## src/rps_pkg.sv

```systemverilog
// Package for the radix partition scatter block.
// Holds the field widths, partition constants, op codes, queue entry type and the packing function.
// No dependencies.
package rps_pkg;

    localparam int PARTITION_BITS = 10;
    localparam int ROW_ID_BITS    = 27;
    localparam int KEY_BITS       = 32;

    localparam int FUNC_W  = 2;
    localparam int KEY_W   = 32;
    localparam int RID_W   = 27;
    localparam int SEL_W   = 10;
    localparam int ADDR_W  = 32;
    localparam int WORD_W  = 64;
    localparam int COUNT_W = 32;

    localparam int NUM_PARTS  = 1 << PARTITION_BITS;
    localparam int PACK_SHIFT = PARTITION_BITS + ROW_ID_BITS;

    localparam logic [KEY_W-1:0] KEY_MASK =
        (KEY_BITS >= KEY_W) ? {KEY_W{1'b1}} : KEY_W'((64'd1 << KEY_BITS) - 64'd1);
    localparam logic [COUNT_W-1:0] COUNT_MAX = {COUNT_W{1'b1}};

    localparam logic [FUNC_W-1:0] FUNC_LOAD    = 2'd0;
    localparam logic [FUNC_W-1:0] FUNC_SCATTER = 2'd1;
    localparam logic [FUNC_W-1:0] FUNC_FLUSH   = 2'd2;

    localparam int QUEUE_DEPTH = 4;
    localparam int QPTR_W      = $clog2(QUEUE_DEPTH);

    typedef logic [PARTITION_BITS-1:0] part_idx_t;

    typedef enum logic [1:0] {
        OP_LOAD,
        OP_SCATTER,
        OP_FLUSH,
        OP_NONE
    } op_t;

    typedef struct packed {
        op_t                op;
        part_idx_t          idx;
        logic [ADDR_W-1:0]  base_value;
        logic [WORD_W-1:0]  packed_word;
    } queue_entry_t;

    // High key bits go above the payload field; with these widths they fit within the word.
    function automatic logic [WORD_W-1:0] pack_tuple(input logic [KEY_W-1:0] key,
                                                     input logic [RID_W-1:0] rid);
        logic [WORD_W-1:0] high;
        high = WORD_W'(key) >> PARTITION_BITS;
        return WORD_W'(rid) + (high << PACK_SHIFT);
    endfunction

endpackage

```

## src/rps_queue.sv

```systemverilog
// Short queue between the front end and the back end of the scatter block.
// Depends on rps_pkg for the entry type and depth.
module rps_queue
(
    input  logic                  clk,
    input  logic                  rst_n,
    input  logic                  push_valid,
    output logic                  push_ready,
    input  rps_pkg::queue_entry_t push_data,
    output logic                  pop_valid,
    input  logic                  pop_ready,
    output rps_pkg::queue_entry_t pop_data
);

    rps_pkg::queue_entry_t entries_reg [rps_pkg::QUEUE_DEPTH];

    logic [rps_pkg::QPTR_W-1:0] wr_ptr_reg, wr_ptr_next;
    logic [rps_pkg::QPTR_W-1:0] rd_ptr_reg, rd_ptr_next;
    logic [rps_pkg::QPTR_W:0]   used_reg, used_next;
    logic                       push_fire, pop_fire;

    assign push_ready = (used_reg != (rps_pkg::QPTR_W + 1)'(rps_pkg::QUEUE_DEPTH));
    assign pop_valid  = (used_reg != '0);
    assign pop_data   = entries_reg[rd_ptr_reg];
    assign push_fire  = push_valid && push_ready;
    assign pop_fire   = pop_valid && pop_ready;

    always_comb
    begin
        wr_ptr_next = push_fire ? wr_ptr_reg + 1'b1 : wr_ptr_reg;
        rd_ptr_next = pop_fire ? rd_ptr_reg + 1'b1 : rd_ptr_reg;
        used_next   = used_reg;
        if (push_fire && !pop_fire)
        begin
            used_next = used_reg + 1'b1;
        end
        else if (pop_fire && !push_fire)
        begin
            used_next = used_reg - 1'b1;
        end
    end

    always_ff @(posedge clk or negedge rst_n)
    begin
        if (!rst_n)
        begin
            wr_ptr_reg <= '0;
            rd_ptr_reg <= '0;
            used_reg   <= '0;
        end
        else
        begin
            wr_ptr_reg <= wr_ptr_next;
            rd_ptr_reg <= rd_ptr_next;
            used_reg   <= used_next;
        end
    end

    always_ff @(posedge clk)
    begin
        if (push_fire)
        begin
            entries_reg[wr_ptr_reg] <= push_data;
        end
    end

endmodule

```

## config.mk

```make
export PLATFORM = sky130hd
export DESIGN_NAME = rps_queue
export DESIGN_NICKNAME = d
export VERILOG_FILES = /design/src/rps_pkg.sv /design/src/rps_queue.sv
export SDC_FILE = /design/constraint.sdc
export NUM_CORES = 1
export LEC_CHECK = 0
export ABC_AREA = 1
export BUFFER_PORTS_ARGS = -buffer_cell sky130_fd_sc_hd__buf_2
export CAP_MARGIN = 25
export CORE_ASPECT_RATIO = 0.7
export CORE_MARGIN = 1.5
export CORE_UTILIZATION = 55
export DETAILED_ROUTE_END_ITERATION = 10
export GPL_ROUTABILITY_DRIVEN = 1
export PLACE_DENSITY = 0.87
export SETUP_SLACK_MARGIN = 0.3
export SKIP_CTS_REPAIR_TIMING = 1
export SLEW_MARGIN = 20
export SYNTH_ARGS = -nofsm -noshare
export SYNTH_HDL_FRONTEND = slang
export SYNTH_SLANG_ARGS = --single-unit
export TNS_END_PERCENT = 100
```

## constraint.sdc

```tcl
create_clock -name clk -period 8 [get_ports clk]
set_input_delay 1.2 -clock clk [delete_from_list [all_inputs] [get_ports clk]]
set_output_delay 1.2 -clock clk [all_outputs]
set_load 0.1 [all_outputs]
```

==> summary.md <==
| Metric | Value |
|---|---|
| WP data required | `6800 ps` |
| Final ANT Viol Nets | `0` |
| Die Span Y | `152.1 µm` |
| Syn avg cell area | `13.25 µm²` |
| Cells after Synth | `1318` |
| Total number of vias | `10.52k` |
| Max incr delay on CP | `560 ps` |
| DR vias/cell | `5.325` |
| Crit Reg-Reg Endpoint | `entries_reg[1][38]` |
| Clock transition at the registers of the reported paths | `60 ps` |
| Ys flop type | `edfxtp_1` |
| Ys Warns | `0` |
| I/O Buffers | `221` |
| DR iter-0 viols | `850` |
| Synth top cells by count | `edfxtp_1 (432), nand2_1 (341), inv_1 (230)` |
| Clk_lat worst skew | `530 ps` |
| Netlist cell types | `18` |
| Max FO, Critical Path | `201` |
| Hold WC Path Type | `in -> async` |
| Post-place instance area | `18840 µm²` |
| Placement row count | `54` |
| CTS root buf | `clkbuf_16` |
| Top cells by area, synth | `edfxtp_1 (74%), o211ai_1 (9.3%), nand2_1 (7.3%)` |
| CP endpoint kind | `primary output` |
| Reg-to-reg startpoint | `used_reg[0]` |
| # nets final | `1644` |
| Design area | `20240 µm²` |
| Number of synthesized flops with an enable pin | `432` |
| Worst Clk Skew | `11.65 ps` |
| Pin count of the biggest net entering global routing | `278` |
| Status | `complete, no violations` |
| Largest delay share family, worst path | `buffers and inverters` |
| Fill count | `2182` |
| Sequential area share after synthesis | `75.29%` |
| # Max-Cap Violations | `0` |
| Buf/Inv on CP | `4` |
| Number of I/O pins | `222` |
| Post-Route WL | `34890 µm` |
| Initial core utilization | `55.94%` |
| Final TNS setup | `0 ps` |
| Routed wire per std cell | `17.66 µm` |
| Layout cells sized above 1 | `19.23%` |
| Count leader, synth | `edfxtp_1` |
| Area Growth Syn to Fin | `15.90%` |
| Fin Hold WS | `497.9 ps` |
| GPL Wtd Cong | `0.7599` |
| Reg2reg setup slack | `5310 ps` |
| CTS Buf Count | `41` |
| Worst R2R Path Depth | `5` |
| First-pass GRT wire length | `54650 µm` |
| Crit path launch | `rd_ptr_reg[0]` |
| Placed wire-length estimate | `20250 µm` |
| Post-synth top area cell | `edfxtp_1` |
| Fmax | `217.7 MHz` |
| Slew @ Worst Pin | `1007 ps` |
| Syn Nets | `1436` |
| Vias in the first global route | `10.26k` |
| Synth Register Bits | `439` |
| CTS Buffer Depth | `3` |
| H-Tree Depth | `2` |
| Die width | `216.0 µm` |
| Post-synth top area share | `74.29%` |
| Area of the multi-input gates | `3084 µm²` |
| Layout Cells excl Fill | `1976` |
| DRC | `0` |
| Cell Chain, Critical Path | `inv_8 -> buf_12 -> buf_16 -> o211ai_1 -> nand2_1 -> buf_2` |
| Die area | `32840 µm²` |
| Setup CP Type | `reg -> out` |
| # setup viols final | `0` |
| Grt total ovfl | `0` |
| Fin. max-slew vios | `0` |
| Data arrival time of the worst path | `3390 ps` |
| Router iterations before antenna repair | `7` |
| Final period util | `57.43%` |
| Core footprint | `31210 µm²` |
| Initial antenna violation count | `6` |
| Asr flop ratio synth | `1.595%` |
| Synth Cell Area | `17460 µm²` |
| Relative slew slack | `32.89%` |
| Hold Violations, Final | `0` |
| Total GRT Usage | `21.38%` |
| Placed cell count | `1900` |
| FF+latch area | `13150 µm²` |
| CTS tree | `yes` |
| Largest register FFs | `432` |
| RSZ-0062 raised after global routing | `false` |
| Max stage delay cell, worst path | `inv_8` |
| Final worst path period need | `4594 ps` |
| Startpoint class of the critical path | `flop` |
| Clock Sinks | `439` |
[cell usage in the layout (no fill, tap or decap), drive strengths merged]
cell type	netlist	layout
dfrtp	7	7
edfxtp	432	432
nand3	7	7
clkinvlp	0	3
xnor2	1	1
nand2	341	341
nand4	1	1
diode	0	6
inv	232	233
ha	5	5
bufinv	0	4
o211ai	216	216
o21ai	1	1
clkinv	0	10
clkbuf	11	49
fa	1	1
nor2	4	4
buf	59	235
[through the flow]
step,util [%],setup slack [ps]
2_1_floorplan,-,1261
3_3_place_gp,60.37,4018
3_5_place_dp,60.37,3963
4_1_cts,64.52,3356
5_1_grt,64.80,3171
6_report,64.83,3406
[worst max-delay path by stage]
stage                   endpoint  slack, ps  cells past startpoint
2_1_floorplan  entries_reg[0][0]       1260                      4
3_3_place_gp       pop_data[104]       4020                      5
3_5_place_dp        pop_data[44]       3960                      5
4_1_cts             pop_data[74]       3360                      5
5_1_grt             pop_data[91]       3170                      6
6_report            pop_data[89]       3410                      6
[routing by layer]
layer	track usage (%)	up-vias	share of wire, %
met5	0	-	0.037
met1	28.10	5048	40
met3	5.506	50	8.7
li1	-	5039	-
met2	35.92	383	49
met4	5.225	2	1.7
[logic make-up (layout without fill, tap and decap cells)]
| family | Yosys count | in the layout | synth area share [%] |
|---|---|---|---|
| AND/OR/NAND/NOR | 353 | 353 | 7.653 |
| XOR/XNOR | 1 | 1 | 0.05017 |
| buffers and inverters | 302 | 534 | 7.216 |
| flip-flops | 439 | 439 | 75.29 |
| other | 0 | 6 | 0 |
| AO/OA/AOI/OAI | 217 | 217 | 9.315 |
| adder cells (fa/ha/maj) | 6 | 6 | 0.4729 |
[final cells by class]
class / count / share of cell area [%]
antenna: 6 / 0.07419
timing repair buffer: 235 / 6.343
tap: 420 / 2.597
inverter: 232 / 4.352
clock inverter: 18 / 0.9830
clock buffer: 49 / 5.428
sequential: 439 / 64.98
multi-input combinational: 577 / 15.24
Power is left out: the tool's default activity adds up to more than one toggle a clock period on the data nets, which glitch-free logic cannot reach.
