**config.mk**
```make
export PLATFORM = sky130hd
export DESIGN_NAME = rps_front_flat
export DESIGN_NICKNAME = d
export VERILOG_FILES = /design/src/rps_pkg.sv /design/src/rps_if.sv /design/src/rps_front.sv /design/src/flat_wrapper.sv
export SDC_FILE = /design/constraint.sdc
export NUM_CORES = 1
export LEC_CHECK = 0
export BUFFER_PORTS_ARGS = -buffer_cell sky130_fd_sc_hd__buf_2
export CAP_MARGIN = 40
export CORE_AREA = 2 2 83 85
export DETAILED_ROUTE_END_ITERATION = 12
export DIE_AREA = 0 0 85 87
export GPL_ROUTABILITY_DRIVEN = 1
export PLACE_DENSITY = 0.57
export SLEW_MARGIN = 10
export SYNTH_ARGS = -nofsm -noshare
export SYNTH_HDL_FRONTEND = slang
export SYNTH_SLANG_ARGS = --single-unit
```
**constraint.sdc**
```tcl
create_clock -name vclk -period 0.8
set_input_delay 0.12 -clock vclk [all_inputs]
set_output_delay 0.12 -clock vclk [all_outputs]
set_load 0.02 [all_outputs]
```
**src/rps_pkg.sv**
```systemverilog
// Package for the radix partition scatter block.
// Holds the field widths, partition constants, op codes, queue entry type and the packing function.
// No dependencies.
package rps_pkg;

    localparam int PARTITION_BITS = 10;
    localparam int ROW_ID_BITS    = 27;
    localparam int KEY_BITS       = 32;

    localparam int FUNC_W  = 2;
    localparam int KEY_W   = 32;
    localparam int RID_W   = 27;
    localparam int SEL_W   = 10;
    localparam int ADDR_W  = 32;
    localparam int WORD_W  = 64;
    localparam int COUNT_W = 32;

    localparam int NUM_PARTS  = 1 << PARTITION_BITS;
    localparam int PACK_SHIFT = PARTITION_BITS + ROW_ID_BITS;

    localparam logic [KEY_W-1:0] KEY_MASK =
        (KEY_BITS >= KEY_W) ? {KEY_W{1'b1}} : KEY_W'((64'd1 << KEY_BITS) - 64'd1);
    localparam logic [COUNT_W-1:0] COUNT_MAX = {COUNT_W{1'b1}};

    localparam logic [FUNC_W-1:0] FUNC_LOAD    = 2'd0;
    localparam logic [FUNC_W-1:0] FUNC_SCATTER = 2'd1;
    localparam logic [FUNC_W-1:0] FUNC_FLUSH   = 2'd2;

    localparam int QUEUE_DEPTH = 4;
    localparam int QPTR_W      = $clog2(QUEUE_DEPTH);

    typedef logic [PARTITION_BITS-1:0] part_idx_t;

    typedef enum logic [1:0] {
        OP_LOAD,
        OP_SCATTER,
        OP_FLUSH,
        OP_NONE
    } op_t;

    typedef struct packed {
        op_t                op;
        part_idx_t          idx;
        logic [ADDR_W-1:0]  base_value;
        logic [WORD_W-1:0]  packed_word;
    } queue_entry_t;

    // High key bits go above the payload field; with these widths they fit within the word.
    function automatic logic [WORD_W-1:0] pack_tuple(input logic [KEY_W-1:0] key,
                                                     input logic [RID_W-1:0] rid);
        logic [WORD_W-1:0] high;
        high = WORD_W'(key) >> PARTITION_BITS;
        return WORD_W'(rid) + (high << PACK_SHIFT);
    endfunction

endpackage

```
**src/rps_if.sv**
```systemverilog
// Handshake channels of the radix partition scatter block: input items and result items.
// Depends on rps_pkg for the field widths.
interface rps_in_if;
    logic                        valid;
    logic                        ready;
    logic [rps_pkg::FUNC_W-1:0]  func;
    logic [rps_pkg::KEY_W-1:0]   tuple_key;
    logic [rps_pkg::RID_W-1:0]   row_id;
    logic [rps_pkg::SEL_W-1:0]   part_sel;
    logic [rps_pkg::ADDR_W-1:0]  base_value;

    modport source (output valid, func, tuple_key, row_id, part_sel, base_value,
                    input ready);
    modport sink   (input valid, func, tuple_key, row_id, part_sel, base_value,
                    output ready);
endinterface


```
**src/rps_front.sv**
```systemverilog
// Front end: accepts input items, decodes the function and selects the partition.
// Depends on rps_pkg and rps_if; feeds rps_queue.
module rps_front
(
    rps_in_if.sink               tuples,
    input  logic                 clearing,
    output logic                 push_valid,
    input  logic                 push_ready,
    output rps_pkg::queue_entry_t push_data
);

    logic [rps_pkg::KEY_W-1:0] key_m;

    assign key_m = tuples.tuple_key & rps_pkg::KEY_MASK;

    // hold off the source until the count memory sweep is done
    assign tuples.ready = push_ready && !clearing;
    assign push_valid   = tuples.valid && !clearing;

    always_comb
    begin
        push_data.base_value  = tuples.base_value;
        push_data.packed_word = '0;
        case (tuples.func)
            rps_pkg::FUNC_LOAD:
            begin
                push_data.op  = rps_pkg::OP_LOAD;
                push_data.idx = rps_pkg::part_idx_t'(tuples.part_sel);
            end
            rps_pkg::FUNC_SCATTER:
            begin
                push_data.op          = rps_pkg::OP_SCATTER;
                push_data.idx         = rps_pkg::part_idx_t'(key_m);
                push_data.packed_word = rps_pkg::pack_tuple(key_m, tuples.row_id);
            end
            rps_pkg::FUNC_FLUSH:
            begin
                push_data.op  = rps_pkg::OP_FLUSH;
                push_data.idx = rps_pkg::part_idx_t'(tuples.part_sel);
            end
            default:
            begin
                push_data.op  = rps_pkg::OP_NONE;
                push_data.idx = '0;
            end
        endcase
    end

endmodule

```
**src/flat_wrapper.sv**
```systemverilog
// flat-port wrapper written by rule: the top's interface ports become plain ports
module rps_front_flat 
  (clearing, push_valid, push_ready, push_data, tuples_valid, tuples_func, tuples_tuple_key, tuples_row_id, tuples_part_sel, tuples_base_value, tuples_ready);
  rps_in_if tuples_i ();
  input  logic clearing;
  output logic push_valid;
  input  logic push_ready;
  output rps_pkg::queue_entry_t push_data;
  input wire logic [$bits(tuples_i.valid)-1:0] tuples_valid;
  input wire logic [$bits(tuples_i.func)-1:0] tuples_func;
  input wire logic [$bits(tuples_i.tuple_key)-1:0] tuples_tuple_key;
  input wire logic [$bits(tuples_i.row_id)-1:0] tuples_row_id;
  input wire logic [$bits(tuples_i.part_sel)-1:0] tuples_part_sel;
  input wire logic [$bits(tuples_i.base_value)-1:0] tuples_base_value;
  output wire logic [$bits(tuples_i.ready)-1:0] tuples_ready;
  assign tuples_i.valid = tuples_valid;
  assign tuples_i.func = tuples_func;
  assign tuples_i.tuple_key = tuples_tuple_key;
  assign tuples_i.row_id = tuples_row_id;
  assign tuples_i.part_sel = tuples_part_sel;
  assign tuples_i.base_value = tuples_base_value;
  assign tuples_ready = tuples_i.ready;
  rps_front u_core (.tuples(tuples_i), .clearing(clearing), .push_valid(push_valid), .push_ready(push_ready), .push_data(push_data));
endmodule
```
==> impl_summary.log, run 1 <==
INFO  metric violations = setup timing
INFO  metric cts.hold.buffers_added = 0
INFO  metric finalMaxSlewViolations = 0
INFO  metric whs_path_depth = 0
INFO  metric global_route_total_overflow = 0
INFO  metric post_route_cells_drive_above_1_share = 0.693
INFO  metric die_area = 7400 um2
INFO  metric vias_per_cell = 3.55
INFO  metric netlist_instances = 119
INFO  metric yosysWarningCount = 0
INFO  metric post_cts_buffers = 0
INFO  metric clock_buffer_count = 0
INFO  metric insertedDiodeCount = 0
INFO  metric synth.most_common_cell = sky130_fd_sc_hd__and2_1
INFO  metric seqCellArea = 0 um2
INFO  metric finalHoldViolations = 0
INFO  metric timing.final.crit_share = 1.23
INFO  metric floorplan.initialDensity = 0.126
INFO  metric grt_pass1_wl = 4080 um
INFO  metric gp_routability_congestion = 0.666
INFO  metric slowest_stage_cell_cp = sky130_fd_sc_hd__a22o_1
INFO  metric ios = 216
INFO  metric post_cts_resize_count = 63
INFO  metric num-nets-final = 326
INFO  metric worst_ep_required_time = 0.68 ns
INFO  metric cellLeakagePower = 0.925 nW
INFO  metric die_height = 87 um
INFO  metric critPathBufInv = 3
INFO  metric hold_ws = 0.240 ns
INFO  metric grt_pass1_vias = 964
INFO  metric yosys-top-cells-area = sky130_fd_sc_hd__buf_4 42%, sky130_fd_sc_hd__and2_1 37%, sky130_fd_sc_hd__a22o_1 11%, sky130_fd_sc_hd__buf_6 2.7%, sky130_fd_sc_hd__clkbuf_2 1.8%
INFO  metric cpLargestDelayFamily = buffers and inverters
INFO  metric critPathCaptureType = output pin
INFO  metric critical_path.max_stage_delay = 0.20 ns
INFO  metric fin_ws = -0.186 ns
INFO  metric pwr_dens = 566 nW/um2
INFO  metric crit_path_start_kind = input pin
INFO  metric grtUsageTotal = 0.0645
INFO  metric worst-path-max-fanout = 37
INFO  metric synth.avg_cell_area = 6.98 um2
INFO  metric vias = 1059
INFO  metric netlist_area = 831 um2
INFO  metric critPathArrivalTime = 0.87 ns
INFO  metric crit_path_cell_trace = buf_8, nor2b_4, buf_12, a22o_1, buf_4
INFO  metric setup-violations-final = 59
INFO  metric die_w = 85 um
INFO  metric core.rowCount = 30
INFO  metric synth_top_cell_area_share = 0.425
INFO  metric synth_largest_area_cell = sky130_fd_sc_hd__buf_4
INFO  metric sequential_element_share_of_the_synthesized_area = 0
INFO  metric totalWireLength = 2950 um
INFO  metric grt_start_max_net_pins = 38
INFO  metric nFlopsAndLatches = 0
INFO  metric antenna_found_initial = 0
INFO  metric max_freq = 1.01 GHz
INFO  metric unique_masters_post_synth = 11
INFO  metric vdd_drop_max = 0.196 mV
INFO  metric hold_path_class = in -> out
INFO  metric routedWlPerCell = 9.88 um
INFO  metric power = 0.000886 W
INFO  metric fin_crit = 0.986 ns
INFO  metric dp_hpwl = 2510 um
INFO  metric outcome = complete, but fails checks
INFO  metric flow.area_growth_from_synthesis = 88.3%
INFO  metric drt_iter0_markers = 5
INFO  metric path_class = in -> out
INFO  metric grt_setup_unrepaired = true
INFO  metric dr.pass1.iters = 3
INFO  metric count_of_buffers_inserted_at_the_top_level_ports = 137
INFO  metric ant_nets = 0
INFO  metric timing.hold.worst_endpoint = push_data[72]
INFO  metric synth.cells.most_frequent = 49 x sky130_fd_sc_hd__and2_1, 47 x sky130_fd_sc_hd__buf_4, 10 x sky130_fd_sc_hd__a22o_1
INFO  metric timing.max_cap.violations = 0
INFO  metric coreArea = 6570 um2
INFO  metric remaining_drc_errors = 0
INFO  metric min-delay-start = tuples_base_value[8]
==> cells in the final DEF, fill, tap and decap left out <==
master	synthesis	layout
sky130_fd_sc_hd__buf_2	1	98
sky130_fd_sc_hd__buf_8	0	2
sky130_fd_sc_hd__buf_4	47	8
sky130_fd_sc_hd__conb_1	1	15
sky130_fd_sc_hd__a22o_1	10	10
sky130_fd_sc_hd__buf_12	0	2
sky130_fd_sc_hd__nor2b_4	1	1
sky130_fd_sc_hd__and2_4	0	10
sky130_fd_sc_hd__and2_1	49	39
sky130_fd_sc_hd__buf_6	2	30
sky130_fd_sc_hd__nor2b_1	2	2
sky130_fd_sc_hd__clkinv_1	1	1
==> kinds of logic after synthesis <==
kind of cell	count (synthesis)	synth area share
other	1	0.00451
AND/OR/NAND/NOR	52	0.401
buffers and inverters	56	0.489
AO/OA/AOI/OAI	10	0.105
==> per-stage QoR <==
step                instance area [um2]  cells  TNS, ns  utilization  setup slack [ns]
floorplan                           908    133   -0.136            -           -0.0136
global placement                   1340    298   -11.49        0.204            -0.253
detailed placement                 1340    298   -12.52        0.204            -0.282
CTS                                1540    298    -9.35        0.234            -0.205
global route                       1560    298   -12.31        0.238            -0.238
finish                             1560    298    -8.99        0.238            -0.186
==> cell type report <==
cell class                 count  area [um2]
multi-input combinational     77         502
inverter                       1        3.75
fill                         713        5000
tap                           80         100
timing repair buffer         140         958
==> worst max-delay path by stage <==
stage | start | endpoint | slack [ns] | cells after the start
finish | tuples_func[0] | push_data[96] | -0.19 | 5
global route | tuples_func[0] | push_data[97] | -0.24 | 5
CTS | tuples_func[0] | push_data[102] | -0.20 | 5
detailed placement | tuples_func[0] | push_data[102] | -0.28 | 5
global placement | tuples_func[0] | push_data[41] | -0.25 | 5
floorplan | tuples_func[0] | push_data[48] | -0.01 | 4
==> layer usage <==
metal / track usage / up-vias / part of all wire
met3: 0.0142 / 6 / 0.12
met4: 0.00577 / 0 / 0.0065
met5: 0 / - / 0
li1: - / 504 / -
met1: 0.0745 / 449 / 0.36
met2: 0.125 / 100 / 0.52
==> report_power, final <==
| part | switching, W | internal (W) |
|---|---|---|
| Clock | 0 | 0 |
| Combinational | 0.000444 | 0.000441 |
| Sequential | 0 | 0 |
| Total | 0.000444 | 0.000441 |
Note: power is estimated with default switching activity, not from simulation.
==> run 2: changes to the inputs <==
Clock period 0.8 ns to 0.81 ns, I/O delays scaled along.
==> run 2 against run 1 <==
Against the previous run:
- the run still ends with setup timing left
- non-clock buffer count shrank 1
- combinational power grew 3.8%
- sequential share of layout area is the same
- design area grew 7.1%
- utilization grew 1.7 points
- final cell count shrank 0.34%
- global-route usage grew 0.89 points
- count of clock-buffer cells in the layout is the same
- routed wire length grew 12%
- worst setup slack gained 0.0012 ns
- highest routed layer unchanged
==> impl_summary.log, run 2 (same netlist as run 1, synthesis figures left out) <==
INFO  metric outcome = complete, but fails checks (unchanged)
INFO  metric violations = setup timing (unchanged)
INFO  metric fin_crit = 0.994 ns
INFO  metric global_route_total_overflow = 0 (unchanged)
INFO  metric grt_use_met2 = 0.158 (was 0.125)
INFO  metric cts.hold.buffers_added = 0 (unchanged)
INFO  metric timing.final.crit_share = 1.23
INFO  metric post_cts_buffers = 0 (unchanged)
INFO  metric nFlopsAndLatches = 0 (unchanged)
INFO  metric placedCellCount = 297 (was 298)
INFO  metric gp_routability_congestion = 0.713 (was 0.666)
INFO  metric cpLargestDelayFamily = buffers and inverters (unchanged)
INFO  metric drt_iter0_markers = 13 (was 5)
INFO  metric vias = 1076 (was 1059)
INFO  metric totalWireLength = 3290 um (was 2950 um)
INFO  metric vias_per_cell = 3.62 (was 3.55)
INFO  metric pwr_dens = 549 nW/um2 (was 566 nW/um2)
INFO  metric hold_path_class = in -> out (unchanged)
INFO  metric die_area = 7400 um2 (unchanged)
INFO  metric final_cell_mix = 76 x sky130_fd_sc_hd__buf_2, 53 x sky130_fd_sc_hd__buf_6, 37 x sky130_fd_sc_hd__and2_1 (was 98 x sky130_fd_sc_hd__buf_2, 39 x sky130_fd_sc_hd__and2_1, 30 x sky130_fd_sc_hd__buf_6)
INFO  metric antenna_found_initial = 0 (unchanged)
INFO  metric grt_most_used_layer = met2 (unchanged)
INFO  metric dp_hpwl = 2820 um (was 2510 um)
INFO  metric floorplan.initialDensity = 0.126 (unchanged)
INFO  metric cellLeakagePower = 0.933 nW (was 0.925 nW)
INFO  metric post_route_cells_drive_above_1_share = 0.700 (was 0.693)
INFO  metric max_freq = 1.01 GHz
INFO  metric ant_nets = 0 (unchanged)
INFO  metric crit_path_start_kind = input pin (unchanged)
INFO  metric ios = 216 (unchanged)
INFO  metric totalNegativeSetupSlack = -8.57 ns (was -8.99 ns)
INFO  metric grt_setup_unrepaired = true (unchanged)
INFO  metric clock_buffer_count = 0 (unchanged)
INFO  metric worst_ep_required_time = 0.69 ns (was 0.68 ns)
INFO  metric die_height = 87 um (unchanged)
INFO  metric critPathBufInv = 3 (unchanged)
INFO  metric timing.max_cap.violations = 0 (unchanged)
INFO  metric finalMaxSlewViolations = 0 (unchanged)
INFO  metric grtUsageTotal = 0.0734 (was 0.0645)
INFO  metric finish.cell_count_without_fillers = 297 (was 298)
INFO  metric grt_pass1_wl = 4460 um (was 4080 um)
INFO  metric remaining_drc_errors = 0 (unchanged)
INFO  metric critical-path-top-cell-by-count = sky130_fd_sc_hd__buf_6
INFO  metric critPathCaptureType = output pin (unchanged)
INFO  metric coreArea = 6570 um2 (unchanged)
INFO  metric finalHoldViolations = 0 (unchanged)
INFO  metric routedWlPerCell = 11.1 um (was 9.88 um)
INFO  metric crit_path_cell_trace = buf_6, nor2b_4, buf_12, a22o_1, buf_6 (was buf_8, nor2b_4, buf_12, a22o_1, buf_4)
INFO  metric path_class = in -> out (unchanged)
INFO  metric core.rowCount = 30 (unchanged)
INFO  metric leading_cell_type_in_the_layout_fill_and_taps_excluded = sky130_fd_sc_hd__buf_2 (unchanged)
INFO  metric grt_start_max_net_pins = 35 (was 38)
INFO  metric count_of_buffers_inserted_at_the_top_level_ports = 137 (unchanged)
INFO  metric critical_path.max_stage_delay = 0.19 ns (was 0.20 ns)
INFO  metric grt_util_met3 = 0.0190 (was 0.0142)
INFO  metric worst-path-max-fanout = 34 (was 37)
INFO  metric num-nets-final = 325 (was 326)
INFO  metric groute.layer.met1.usage = 0.0700 (was 0.0745)
INFO  metric seqCellArea = 0 um2 (unchanged)
INFO  metric fin_ws = -0.184 ns (was -0.186 ns)
INFO  metric insertedDiodeCount = 0 (unchanged)
INFO  metric critPathArrivalTime = 0.87 ns (about the same)
INFO  metric fillerInstances = 717 (was 713)
INFO  metric grt_pass1_vias = 948 (was 964)
INFO  metric flow.area_growth_from_synthesis = 102% (was 88.3%)
INFO  metric slowest_stage_cell_cp = sky130_fd_sc_hd__nor2b_4 (was sky130_fd_sc_hd__a22o_1)
INFO  metric die_w = 85 um (unchanged)
INFO  metric dr.pass1.iters = 2 (was 3)
INFO  metric setup-violations-final = 59 (unchanged)
INFO  metric vdd_drop_max = 0.237 mV (was 0.196 mV)
run 2: cell types whose count changed in the layout (fill, tap and decap cells not counted):
cell                     previous run  this run
sky130_fd_sc_hd__buf_6             30        53
sky130_fd_sc_hd__and2_4            10         2
sky130_fd_sc_hd__and2_1            39        37
sky130_fd_sc_hd__buf_2             98        76
sky130_fd_sc_hd__and2_2             0        10
sky130_fd_sc_hd__buf_8              2         0
run 2: area by class of cell:
cell class | count | area (um2) | share of cell area
Timing Repair Buffer | 139 | 1080 | 0.643
Tap cell | 80 | 100 | 0.0597
Multi-Input combinational cell | 77 | 494 | 0.295
Inverter | 1 | 3.75 | 0.00224
run 2: worst paths after layout:
kind | slack (ns) | start | cells past startpoint | to
max | -0.18 | tuples_func[0] | 5 | push_data[103]
min | 0.24 | tuples_base_value[4] | 0 | push_data[68]
run 2: stage by stage:
step	total power (W)	worst slack, ns	instance area, um2	utilization	hold slack [ns]
after floorplan	0.000704	-0.0208	896	-	0.321
after global placement	0.000735	-0.230	1320	0.201	0.243
after detailed placement	0.000742	-0.247	1320	0.201	0.243
after CTS	0.000917	-0.199	1660	0.253	0.243
after global routing	0.000982	-0.261	1680	0.255	0.243
final	0.000920	-0.184	1680	0.255	0.243
run 2: timing repair:
action / in CTS / in global routing
gates resized for setup: 109 / 5
pin swaps: 0 / 2
setup endpoints to repair: 59 / 59
run 2: layer usage:
metal / up-vias / wire length [um]
met3: 8 / 414
met2: 100 / 1870
met5: - / 0
li1: 501 / -
met4: 0 / 23
met1: 467 / 977
run 2: power breakdown:
part	internal, W	switching (W)
clock network	0	0
logic	0.000475	0.000445
registers	0	0
total	0.000475	0.000445
==> run 3: changes to the inputs <==
--- a/config.mk
+++ b/config.mk
@@ -6,11 +6,11 @@
 export NUM_CORES = 1
 export LEC_CHECK = 0
-export BUFFER_PORTS_ARGS = -buffer_cell sky130_fd_sc_hd__buf_2
 export CAP_MARGIN = 40
-export CORE_AREA = 2 2 83 85
+export CORE_AREA = 2 2 85 87
 export DETAILED_ROUTE_END_ITERATION = 12
-export DIE_AREA = 0 0 85 87
+export DIE_AREA = 0 0 87 89
+export DONT_BUFFER_PORTS = 1
 export GPL_ROUTABILITY_DRIVEN = 1
-export PLACE_DENSITY = 0.57
+export PLACE_DENSITY = 0.3
 export SLEW_MARGIN = 10
 export SYNTH_ARGS = -nofsm -noshare
==> constraint.sdc (replaced) <==
create_clock -name vclk -period 0.81
set_input_delay 0 -clock vclk [all_inputs]
set_output_delay 0 -clock vclk [all_outputs]
set_load 0.02 [all_outputs]
==> run 3 against run 2 <==
Against the previous run:
- the flow now finishes without violations
- die area up 4.7%
- combinational power down 53%
- non-clock buffer count down 137
- total power down 53%
- worst setup slack better by 0.36 ns
- final cell count down 46%
- via count down 47%
- utilization down 16 points
- design area down 63%
- first-iteration DRC count down 100%
- sequential share of layout area unchanged
- largest cell class is now multi-input combinational cells
- highest routed layer unchanged
==> impl_summary.log, run 3 (same netlist as run 1, synthesis figures left out) <==
INFO  metric nFlopsAndLatches = 0 (unchanged)
INFO  metric gp_routability_congestion = 0.647 (was 0.713)
INFO  metric dp_hpwl = 1750 um (was 2820 um)
INFO  metric worst_ep_required_time = 0.81 ns (was 0.69 ns)
INFO  metric final_util = 0.0924 (was 0.255)
INFO  metric setup-violations-final = 0 (was 59)
INFO  metric clock_buffer_count = 0 (unchanged)
INFO  metric die_w = 87 um (was 85 um)
INFO  metric vdd_drop_max = 0.214 mV (was 0.237 mV)
INFO  metric vias = 567 (was 1076)
INFO  metric path_class = in -> out (unchanged)
INFO  metric worst-path-max-fanout = 10 (was 34)
INFO  metric fin_ws = 0.179 ns (was -0.184 ns)
INFO  metric ios = 216 (unchanged)
INFO  metric remaining_drc_errors = 0 (unchanged)
INFO  metric switching_share = 0.758 (was 0.484)
INFO  metric outcome = completed (was complete, but fails checks)
INFO  metric power.share.clock = 0 (about the same)
INFO  metric critical_path.max_stage_delay = 0.39 ns (was 0.19 ns)
INFO  metric seqCellArea = 0 um2 (unchanged)
INFO  metric post_route_cells_drive_above_1_share = 0.0375 (was 0.700)
INFO  metric comb_power_share = 1.000 (about the same)
INFO  metric totalNegativeSetupSlack = 0 ns (was -8.57 ns)
INFO  metric dr.pass1.iters = 1 (was 2)
INFO  metric dpl_cell_area = 621 um2 (was 1320 um2)
INFO  metric grt_setup_unrepaired = false (was true)
INFO  metric antenna_found_initial = 0 (unchanged)
INFO  metric crit_path_cell_trace = clkinv_1, a22o_1 (was buf_6, nor2b_4, buf_12, a22o_1, buf_6)
INFO  metric critPathBufInv = 1 (was 3)
INFO  metric post_cts_buffers = 0 (unchanged)
INFO  metric max_freq = 1.59 GHz (was 1.01 GHz)
INFO  metric vias_per_cell = 3.54 (was 3.62)
INFO  metric num-nets-final = 188 (was 325)
INFO  metric critPathArrivalTime = 0.63 ns (was 0.87 ns)
INFO  metric pwr_dens = 698 nW/um2 (was 549 nW/um2)
INFO  metric insertedDiodeCount = 0 (unchanged)
INFO  metric p_switching = 0.000329 W (was 0.000445 W)
INFO  metric flow.area_growth_from_synthesis = -25.3% (was 102%)
INFO  metric die_area = 7740 um2 (was 7400 um2)
INFO  metric core.rowCount = 30 (unchanged)
INFO  metric fin_crit = 0.631 ns (was 0.994 ns)
INFO  metric grtUsageTotal = 0.0342 (was 0.0734)
INFO  metric routedWlPerCell = 12.1 um (was 11.1 um)
INFO  metric timing.max_cap.violations = 0 (unchanged)
INFO  metric finalHoldViolations = 0 (unchanged)
INFO  metric cellLeakagePower = 0.255 nW (was 0.933 nW)
INFO  metric cts.hold.buffers_added = 0 (unchanged)
INFO  metric power.share.sequential = 0 (about the same)
INFO  metric count_of_buffers_inserted_at_the_top_level_ports = 0 (was 137)
INFO  metric grt_start_max_net_pins = 36 (was 35)
INFO  metric pre_cts_slack = 0.160 ns (was -0.247 ns)
INFO  metric global_route_total_overflow = 0 (unchanged)
INFO  metric finalMaxSlewViolations = 0 (unchanged)
INFO  metric cpLargestDelayFamily = compound AO/OA/AOI/OAI gates (was buffers and inverters)
INFO  metric critPathCaptureType = output pin (unchanged)
INFO  metric fillerInstances = 780 (was 717)
INFO  metric internal_power = 0.000105 W (was 0.000475 W)
INFO  metric power = 0.000433 W (was 0.000920 W)
INFO  metric crit_path_start_kind = input pin (unchanged)
INFO  metric coreArea = 6720 um2 (was 6570 um2)
INFO  metric post-route-cell-area = 621 um2 (was 1680 um2)
INFO  metric slowest_stage_cell_cp = sky130_fd_sc_hd__a22o_1 (was sky130_fd_sc_hd__nor2b_4)
INFO  metric timing.final.crit_share = 0.779 (was 1.23)
INFO  metric final_cell_mix = 49 x sky130_fd_sc_hd__and2_1, 15 x sky130_fd_sc_hd__conb_1, 10 x sky130_fd_sc_hd__a22o_1 (was 76 x sky130_fd_sc_hd__buf_2, 53 x sky130_fd_sc_hd__buf_6, 37 x sky130_fd_sc_hd__and2_1)
INFO  metric drt_iter0_markers = 0 (was 13)
INFO  metric grt_pass1_wl = 2060 um (was 4460 um)
INFO  metric leading_cell_type_in_the_layout_fill_and_taps_excluded = sky130_fd_sc_hd__and2_1 (was sky130_fd_sc_hd__buf_2)
INFO  metric die_height = 89 um (was 87 um)
INFO  metric totalWireLength = 1940 um (was 3290 um)
INFO  metric post_cts_resize_count = 0 (was 109)
INFO  metric floorplan.initialDensity = 0.124 (was 0.126)
INFO  metric hold_path_class = in -> out (unchanged)
INFO  metric ant_nets = 0 (unchanged)
INFO  metric grt_pass1_vias = 410 (was 948)
-- run 3: changes by cell type in the layout (fill, tap and decap cells not counted) --
cell,before,now
sky130_fd_sc_hd__and2_2,10,0
sky130_fd_sc_hd__and2_4,2,0
sky130_fd_sc_hd__and2_1,37,49
sky130_fd_sc_hd__buf_6,53,0
sky130_fd_sc_hd__buf_4,8,0
sky130_fd_sc_hd__buf_2,76,0
-- run 3: path summary, 6_finish.rpt --
kind              to  slack (ns)  cells after the start                 start
max   push_data[104]        0.18                      2        tuples_func[0]
min    push_data[72]    0.000007                      0  tuples_base_value[8]
-- run 3: cell type report --
| cell class | instances | area [um2] | area share |
|---|---|---|---|
| well taps | 80 | 100 | 0.161 |
| repair buffers | 2 | 40.0 | 0.0645 |
| inverters | 1 | 3.75 | 0.00605 |
| multi-input cells | 77 | 477 | 0.768 |
-- run 3: metal layers --
metal,track usage,share of wire
met1,0.0372,0.32
met2,0.0659,0.53
met3,0.00923,0.14
met4,0.00710,0.0046
met5,0,0
-- run 3: metrics by stage --
step | hold WS, ns | std cells
final | 0.00000725 | 160
after global routing | 0.0000349 | 160
after CTS | 0.000137 | 160
after detailed placement | 0.000137 | 160
after global placement | 0.000137 | 160
after floorplan | 0.0781 | 133
-- run 3: power by group through the flow --
stage	Sequential, W	Combinational (W)	Clock (W)
final	0	0.000433	0
after global routing	0	0.000462	0
after CTS	0	0.000436	0
after detailed placement	0	0.000436	0
after global placement	0	0.000436	0
after floorplan	0	0.000699	0
